File: src/hw/rtl/wrr_pkg.sv
`timescale 1ns / 1ps

package wrr_pkg;

    // Default field limits
    localparam int unsigned MAX_WIDTH_DEF  = 256;
    localparam int unsigned MAX_HEIGHT_DEF = 256;

    // Command queue between front and back
    localparam int unsigned QDEPTH = 4;
    localparam int unsigned QPW    = 2;

    // Opcodes
    localparam logic [1:0] OP_LOAD   = 2'd0;
    localparam logic [1:0] OP_STONE  = 2'd1;
    localparam logic [1:0] OP_WAVE   = 2'd2;
    localparam logic [1:0] OP_RENDER = 2'd3;

    // Register index (paddr bit 2)
    localparam logic REG_WIDTH  = 1'b0;
    localparam logic REG_HEIGHT = 1'b1;

    localparam logic [8:0] FIELD_RESET = 9'd256;

    // Refraction: unit depth 1024, damping divides by 32
    localparam logic signed [15:0] UNIT_DEPTH    = 16'sd1024;
    localparam int unsigned        REFRACT_SHIFT = 10;
    localparam int unsigned        DAMP_SHIFT    = 5;
    localparam logic signed [15:0] DAMP_BIAS     = 16'sd31;

    typedef struct packed {
        logic [1:0]         opcode;
        logic [7:0]         x_coord;
        logic [7:0]         y_coord;
        logic [31:0]        pixel_in;
        logic [3:0]         stone_radius;
        logic signed [15:0] stone_weight;
    } t_in_item;

    typedef struct packed {
        logic [31:0] pixel_out;
        logic [7:0]  source_x;
        logic [7:0]  source_y;
        logic        status;
    } t_out_item;

    // Classified command: reject set when coordinates are out of range
    typedef struct packed {
        t_in_item item;
        logic     rej;
    } t_cmd;

endpackage

File: src/hw/rtl/wrr_front.sv
`timescale 1ns / 1ps

module wrr_front #(
    parameter int unsigned WB = 9,
    parameter int unsigned HB = 9
) (
    input  logic                 i_clk,
    input  logic                 i_rst_n,
    input  logic [WB-1:0]        i_w,
    input  logic [HB-1:0]        i_h,
    input  logic                 i_in_valid,
    output logic                 o_in_stall,
    input  wrr_pkg::t_in_item    i_in_data,
    output logic                 o_q_valid,
    output wrr_pkg::t_cmd        o_q_cmd,
    input  logic                 i_q_pop
);

    wrr_pkg::t_cmd                r_mem [wrr_pkg::QDEPTH];
    logic [wrr_pkg::QPW-1:0]      r_wp;
    logic [wrr_pkg::QPW-1:0]      r_rp;
    logic [wrr_pkg::QPW:0]        r_cnt;
    logic                         full;
    logic                         push;
    logic                         pop;
    logic [8:0]                   xr;
    logic [8:0]                   yr;
    logic                         off_field;
    logic                         rej;
    wrr_pkg::t_cmd                cmd;

    // Range classification
    assign xr        = 9'(i_in_data.x_coord) + 9'(i_in_data.stone_radius);
    assign yr        = 9'(i_in_data.y_coord) + 9'(i_in_data.stone_radius);
    assign off_field = (i_in_data.x_coord >= i_w) || (i_in_data.y_coord >= i_h);

    always_comb begin
        unique case (i_in_data.opcode)
            wrr_pkg::OP_LOAD:   rej = off_field;
            wrr_pkg::OP_STONE:  rej = (xr >= i_w) || (yr >= i_h)
                                   || (i_in_data.x_coord < 8'(i_in_data.stone_radius))
                                   || (i_in_data.y_coord < 8'(i_in_data.stone_radius));
            wrr_pkg::OP_WAVE:   rej = 1'b0;
            wrr_pkg::OP_RENDER: rej = off_field;
            default:            rej = 1'b0;
        endcase
    end

    assign cmd.item = i_in_data;
    assign cmd.rej  = rej;

    // Command queue
    assign full       = (r_cnt == (wrr_pkg::QPW + 1)'(wrr_pkg::QDEPTH));
    assign o_in_stall = full;
    assign push       = i_in_valid && !full;
    assign o_q_valid  = (r_cnt != '0);
    assign pop        = i_q_pop && o_q_valid;
    assign o_q_cmd    = r_mem[r_rp];

    always_ff @(posedge i_clk) begin
        if (!i_rst_n) begin
            r_wp  <= '0;
            r_rp  <= '0;
            r_cnt <= '0;
        end else begin
            if (push) r_wp <= r_wp + 1'b1;
            if (pop) r_rp <= r_rp + 1'b1;
            if (push && !pop) begin
                r_cnt <= r_cnt + 1'b1;
            end else if (pop && !push) begin
                r_cnt <= r_cnt - 1'b1;
            end
        end
    end

    always_ff @(posedge i_clk) begin
        if (push) r_mem[r_wp] <= cmd;
    end

endmodule

File: config.mk
export PLATFORM = sky130hd
export DESIGN_NAME = wrr_front
export DESIGN_NICKNAME = d
export VERILOG_FILES = /design/src/hw/rtl/wrr_pkg.sv /design/src/hw/rtl/wrr_front.sv
export SDC_FILE = /design/constraint.sdc
export NUM_CORES = 1
export LEC_CHECK = 0
export BUFFER_PORTS_ARGS = -buffer_cell sky130_fd_sc_hd__buf_2
export CAP_MARGIN = 20
export CORE_MARGIN = 1
export CORE_UTILIZATION = 49
export DETAILED_ROUTE_END_ITERATION = 7
export PLACE_DENSITY = 0.78
export SLEW_MARGIN = 20
export SYNTH_ARGS = -nofsm -noshare
export SYNTH_HDL_FRONTEND = slang
export SYNTH_SLANG_ARGS = --single-unit
File: constraint.sdc
create_clock -name i_clk -period 7.7 [get_ports i_clk]
set_clock_uncertainty 0.05 [all_clocks]
set_input_delay 0.385 -clock i_clk [delete_from_list [all_inputs] [get_ports i_clk]]
set_output_delay 0.385 -clock i_clk [all_outputs]
set_load 0.05 [all_outputs]
# Word-level counts from Yosys, hierarchy flattened
# Memory sizes are Yosys's and may differ from the RTL's. A register that Yosys moved wholly into a read port is not among the register bits.
# Cells that the tools add are included.
[classes] addsub=6 n_lt_le_gt_ge=6 n_eq_ne=4 n_mux=7 reduce_logical=15
[ops] operator="8-bit by 4-bit adder with 9-bit output" count=2
[ops] operator="8-bit by 9-bit >= comparator with 1-bit output" count=2
[ops] operator="9-bit >= comparator" count=2
[ops] operator="8-bit by 4-bit < comparator with 1-bit output" count=2
[ops] operator="3-bit 2-to-1 mux" count=2
[ops] operator="2-bit by 1-bit adder with 2-bit output, second input constant" count=2
[ops] operator="2-bit == test, second input constant" count=2
[ops] operator="1-bit logical AND" count=4
[ops] operator="1-bit logical OR" count=4
[ops] operator="2-bit 2-to-1 mux" count=2
[ops] operator="3-bit by 1-bit adder with 3-bit output, second input constant" count=1
[ops] operator="3-bit == test, second input constant" count=1
[ops] operator="1-bit logical NOT" count=3
[ops] operator="1-bit case mux with 3 select lines" count=1
[ops] operator="3-bit nonzero test" count=1
[ops] operator="3-bit by 1-bit subtractor with 3-bit output, second input constant" count=1
[ops] operator="2-bit by 1-bit == test with 1-bit output, second input constant" count=1
[ops] operator="2-bit logical NOT" count=1
[ops] operator="1-bit 2-to-1 mux" count=2
[ops] operator="2-bit nonzero test" count=1
[ops] operator="2-bit OR reduction" count=1
[word_totals] reg_bits=7 ramBits=284 input_bits=92 out_inout_bits=73 word_cells=42 mem_count=1
[mem_list] name="r_mem" depth=4 word_bits=71 read_ports=1 rd_ports_with_merged_regs=1 write_ports=1 line_no="wrr_front.sv:19" rtl="wrr_pkg::t_cmd r_mem [wrr_pkg::QDEPTH];"

# Logic depth before layout (Yosys ltp)
[depth] ltp_word=7 depth_mapped=12 depth_no_buf=12

# Worst setup path after synthesis
# Ideal clock, no wire load.
[synth_path] path_kind="reg2reg" from="register r_cnt[1] (netlist bit)" to="memory r_mem[0][0] (netlist bit), enable pin" setup_time_ns=0.577 t_arrival_ns=2.749 required_ns=7.073 slack_ns=4.325 stages_incl_launch_ff=5 path_buffers=1 period_less_slack_ns=3.375 path_cell_list="dfxtp_1 -> nor3b_1 -> nor2b_1 -> buf_2 -> and2_1"
[synth_via] elab_chain_len=5
[synth_lines] element="start, declared" line_no="wrr_front.sv:22" rtl="logic [wrr_pkg::QPW:0] r_cnt;"
[synth_lines] element="start signal, assigned" line_no="wrr_front.sv:69" rtl="r_cnt <= r_cnt + 1'b1;"
[synth_lines] element="start signal, assigned" line_no="wrr_front.sv:71" rtl="r_cnt <= r_cnt - 1'b1;"
[synth_lines] element="3-bit == test" line_no="wrr_front.sv:53" rtl="assign full = (r_cnt == (wrr_pkg::QPW + 1)'(wrr_pkg::QDEPTH));"
[synth_lines] element="named net o_in_stall" line_no="wrr_front.sv:12" rtl="output logic o_in_stall,"
[synth_lines] element="1-bit logical NOT" line_no="wrr_front.sv:55" rtl="assign push = i_in_valid && !full;"
[synth_lines] element="1-bit logical AND" line_no="wrr_front.sv:55"
[synth_lines] element="named net push" line_no="wrr_front.sv:24" rtl="logic push;"
[synth_lines] element="1-bit 2-to-1 mux" line_no="wrr_front.sv:77" rtl="if (push) r_mem[r_wp] <= cmd;"
[synth_lines] element="1-bit 2-to-1 mux (not written as such)" line_no="wrr_front.sv:77"
[synth_lines] element="end, declared" line_no="wrr_front.sv:19"
# The timed path passes the listed nets, and every way through them passes these cells.

==> impl_summary.txt <==
----------------------------------------------------
[Global route]
  Initial antenna violation count ... 1
  Grt total ovfl ... 0
  Global-route wire length before repair ... about 35000 um
  Largest net degree at the start of global routing ... 72
  Via count of the first global-routing pass ... between 6000 and 7000
  Overall track demand over capacity in global routing ... 0.181

[Clock tree]
  Skew-Pair Late Insertion Delay ... approximately 0.53 ns
  CTS Buffer Depth ... 3
  CTS clock-pin slew for the worst setup and hold paths ... around 0.060 ns
  Clock tree from TritonCTS ... built
  Total number of H-tree levels ... 1
  Cell at the root of the clock tree ... sky130_fd_sc_hd__clkbuf_16
  Number of buffers inserted during clock tree synthesis ... 29
  Number of sinks driven by the clock tree ... roughly 290

[Place]
  Detailed-placement wirelength estimate ... ~14000 um
  Post-Place Cell Area ... between 10000 and 15000 um^2
  Global placement routability congestion ... roughly 0.85
  Number of port buffers ... between 150 and 200

[Final layout]
  Area growth from synthesis to layout ... 18.7%
  Multi-input gate area in the final layout ... 3150 um^2
  Number of filler instances in the final layout ... about 1800
  Fraction of final layout cells with drive strength greater than 1 ... 0.350
  Post-layout instance area ... about 14000 um^2
  Final nets ... approximately 950
  Area used by sequential logic in the layout ... around 8700 um^2
  Number of antenna repair diodes ... 0

[STA]
  Share of the clock period used by the worst path ... 0.438
  Min Hold Slack ... about 0.018 ns
  RSZ-0062 raised after global routing ... false
  Rel. slew slack ... 0.290
  Worst-Margin Slew ... roughly 1.1 ns
  Total negative slack for setup checks ... 0 ns
  Maximum frequency from static timing analysis ... around 300 MHz
  Number of setup violations in the final report ... 0
  Final hold violation count ... 0
  Min cycle time layout ... roughly 3.4 ns
  Fin. max-slew vios ... 0

[Pwr]
  Total power density per cell area ... 345 nW/um^2
  Standby leakage power ... approximately 5.2 nW
  Maximum VDD drop ... about 0.21 mV

[Route]
  Residual antenna-violating net count after detailed routing ... 0
  Detailed router's first-iteration violation count ... 410
  Met3 WL ... 1390 um
  Via count normalized by instance count ... about 5.4
  Metal2 WL ... between 10000 and 15000 um
  Wire length the detailed router placed on met1 ... 9880 um
  Total via count after detailed routing ... slightly above 6000
  Remaining design rule violation count ... 0
  DR top layer ... met5
  Sum of routed wire length over all layers ... between 20000 and 25000 um
  First-pass detailed-route iteration total ... 4
  Routed len/inst ... around 20 um

[Yosys]
  Top-area cell type share of the netlist area ... 0.706
  Post-synthesis sequential area ratio ... 0.720
  Mapped Avg Cell Area ... around 20 um^2
  Area of the mapped netlist ... between 10000 and 15000 um^2
  Cell type with the largest total area after synthesis ... sky130_fd_sc_hd__edfxtp_1
  Post-synthesis sequential element count ... about 290
  Warning count from the yosys run ... 0
  Number of different library cells in the post-synthesis netlist ... 39
  Cells after Synth ... around 600
  Number of nets in the synthesized netlist ... 749
  Ranking of synthesized cells by area ... sky130_fd_sc_hd__edfxtp_1 71%, sky130_fd_sc_hd__mux4_2 13%, sky130_fd_sc_hd__ha_1 5.8%

[Worst setup path]
  Critical Path Sink Type ... output pin
  Setup crit end ... o_q_cmd[21]
  Worst R2R Path Depth ... 4
  CP Class ... flip-flop to output pin
  Register-to-Register Setup Slack ... a little over 5 ns
  Arrival time reported for the critical path endpoint ... between 2 and 3 ns
  Req. time, crit path ... approximately 7.3 ns
  Element type at the critical path start ... flip-flop
  Highest net fanout along the worst path ... 38
  Start of the worst register-to-register path ... r_cnt[0]$_SDFFE_PN0P_
  FF-to-FF End ... r_mem[3][45]$_DFFE_PP_

[Floorplan]
  Core area ... between 20000 and 25000 um^2
  Top-Level Pins ... about 170
  Area of the die ... roughly 25000 um^2
  Number of placement rows ... 57
  Initial standard-cell utilization of the core ... 0.499
  Chip Width ... 159 um
  Floorplan die height ... 159 um

[Outcome]
  Run status ... finished clean

[Run]
  Number of max-cap violations ... 0

[Worst hold path]
  Number of cells on the worst hold path ... 1
  Class of the most critical hold timing path ... primary input to flip-flop

----------------------------------------------------
==> routing by layer <==
metal,vias up,GRT usage
li1,2830,-
met1,3083,0.250
met2,203,0.305
met3,28,0.0341
met4,2,0.0358
met5,-,0
==> cell usage in the layout, fill, tap and decap left out, types with 2 or more instances in the layout <==
cell type | Yosys | routed
sky130_fd_sc_hd__inv_1 | 38 | 38
sky130_fd_sc_hd__dfxtp_4 | 0 | 2
sky130_fd_sc_hd__edfxtp_1 | 284 | 284
sky130_fd_sc_hd__nand4_1 | 8 | 8
sky130_fd_sc_hd__clkinv_2 | 0 | 4
sky130_fd_sc_hd__o2111ai_1 | 2 | 2
sky130_fd_sc_hd__a221oi_1 | 3 | 3
sky130_fd_sc_hd__dlygate4sd3_1 | 0 | 19
sky130_fd_sc_hd__nor2_1 | 8 | 8
sky130_fd_sc_hd__nor2b_1 | 8 | 8
sky130_fd_sc_hd__nand3_1 | 6 | 6
sky130_fd_sc_hd__fa_1 | 3 | 3
sky130_fd_sc_hd__buf_2 | 9 | 164
sky130_fd_sc_hd__nand2b_1 | 2 | 2
sky130_fd_sc_hd__a21o_1 | 5 | 5
sky130_fd_sc_hd__inv_6 | 0 | 2
sky130_fd_sc_hd__dfxtp_1 | 9 | 7
sky130_fd_sc_hd__bufinv_16 | 0 | 2
sky130_fd_sc_hd__nand2_1 | 7 | 7
sky130_fd_sc_hd__o21ai_0 | 10 | 10
sky130_fd_sc_hd__clkbuf_1 | 0 | 5
sky130_fd_sc_hd__and2_4 | 0 | 4
sky130_fd_sc_hd__o21bai_1 | 2 | 2
sky130_fd_sc_hd__xnor2_1 | 12 | 12
sky130_fd_sc_hd__and2_1 | 9 | 5
sky130_fd_sc_hd__buf_4 | 7 | 5
sky130_fd_sc_hd__a21oi_1 | 12 | 12
sky130_fd_sc_hd__nor3_1 | 3 | 3
sky130_fd_sc_hd__clkinv_1 | 0 | 11
sky130_fd_sc_hd__mux4_2 | 71 | 71
sky130_fd_sc_hd__a211oi_1 | 2 | 2
sky130_fd_sc_hd__mux2i_1 | 2 | 2
sky130_fd_sc_hd__a31oi_1 | 2 | 2
sky130_fd_sc_hd__o221ai_1 | 2 | 2
sky130_fd_sc_hd__ha_1 | 56 | 56
sky130_fd_sc_hd__xor2_1 | 5 | 5
sky130_fd_sc_hd__clkbuf_16 | 0 | 29
==> cell families (layout without fill, tap and decap cells) <==
| logic type | count (synthesis) | count (layout) | synth area share |
|---|---|---|---|
| fa+ha+maj | 59 | 59 | 0.0629 |
| flops | 293 | 293 | 0.720 |
| compound gates | 44 | 44 | 0.0235 |
| simple gates | 57 | 57 | 0.0267 |
| xor+xnor | 17 | 17 | 0.0123 |
| mux | 73 | 73 | 0.134 |
| buf+inv | 55 | 280 | 0.0202 |
==> cells in the mapped netlist (all sizes together) <==
cell type  number
a211oi          2
a21boi          1
a21o            5
a21oi          12
a221oi          3
a31oi           2
and2            9
buf            17
dfxtp           9
edfxtp        284
fa              3
ha             56
inv            38
mux2i           2
mux4           71
nand2           7
nand2b          2
nand3           6
nand4           8
nor2            8
nor2b           8
nor3            4
nor3b           1
o2111ai         2
o21a            1
o21ai          10
o21bai          2
o221ai          2
o311ai          1
o41ai           1
or2             1
or3             2
or4             1
xnor2          12
xor2            5
==> where the power goes <==
group / switching [mW] / total [mW] / internal, mW
logic: 1.06 / 1.57 / 0.508
registers: 0.118 / 2.07 / 1.95
clock network: 0.557 / 1.31 / 0.755
total: 1.74 / 4.95 / 3.22
==> cell type report <==
type | count | area share
Tap cell | 324 | 0.0283
Sequential cell | 293 | 0.607
Clock inverter | 20 | 0.0102
Inverter | 38 | 0.00994
Clock buffer | 34 | 0.0519
Multi-Input combinational cell | 250 | 0.219
Timing Repair Buffer | 188 | 0.0731
==> per-stage QoR <==
step	setup slack, ns	total power [mW]	cells	utilization
global route	4.07	5.16	1147	0.592
detailed placement	4.50	3.69	1074	0.547
global placement	4.62	3.68	1074	0.547
CTS	4.19	5.01	1146	0.591
floorplan	4.32	3.33	598	-
finish	4.33	4.95	1147	0.592
==> flip-flops by register name, indices dropped and copies added, names as in the netlist, named ones only <==
| register | count |
|---|---|
| r_mem | 284 |
| r_cnt | 3 |
| r_rp | 2 |
| r_wp | 2 |
==> worst min-delay path by stage <==
| stage | slack (ns) | endpoint | from |
|---|---|---|---|
| 3_5_place_dp | 0.47 | r_cnt[2]$_SDFFE_PN0P_ | r_cnt[2]$_SDFFE_PN0P_ |
| 4_1_cts | 0.0009 | r_mem[3][3]$_DFFE_PP_ | i_in_data[2] |
| 2_1_floorplan | 0.42 | r_cnt[2]$_SDFFE_PN0P_ | r_cnt[2]$_SDFFE_PN0P_ |
| 5_1_grt | 0.002 | r_mem[2][15]$_DFFE_PP_ | i_in_data[14] |
| 3_3_place_gp | 0.44 | r_cnt[2]$_SDFFE_PN0P_ | r_cnt[2]$_SDFFE_PN0P_ |
| 6_report | 0.02 | r_mem[0][33]$_DFFE_PP_ | i_in_data[32] |
==> critical path, stage by stage (launching register included) <==
cell and delay (ns):
sky130_fd_sc_hd__dfxtp_4 0.80, sky130_fd_sc_hd__buf_4 0.73, sky130_fd_sc_hd__mux4_2 0.61, sky130_fd_sc_hd__buf_2 0.23
==> what timing repair did <==
| item | CTS | global route |
|---|---|---|
| resized for setup | 0 | 0 |
| hold buffers | 18 | 1 |
| endpoints found under the hold margin | 72 | 1 |
| buffers inserted | 0 | 0 |
Power figures use the tool's default switching activity.
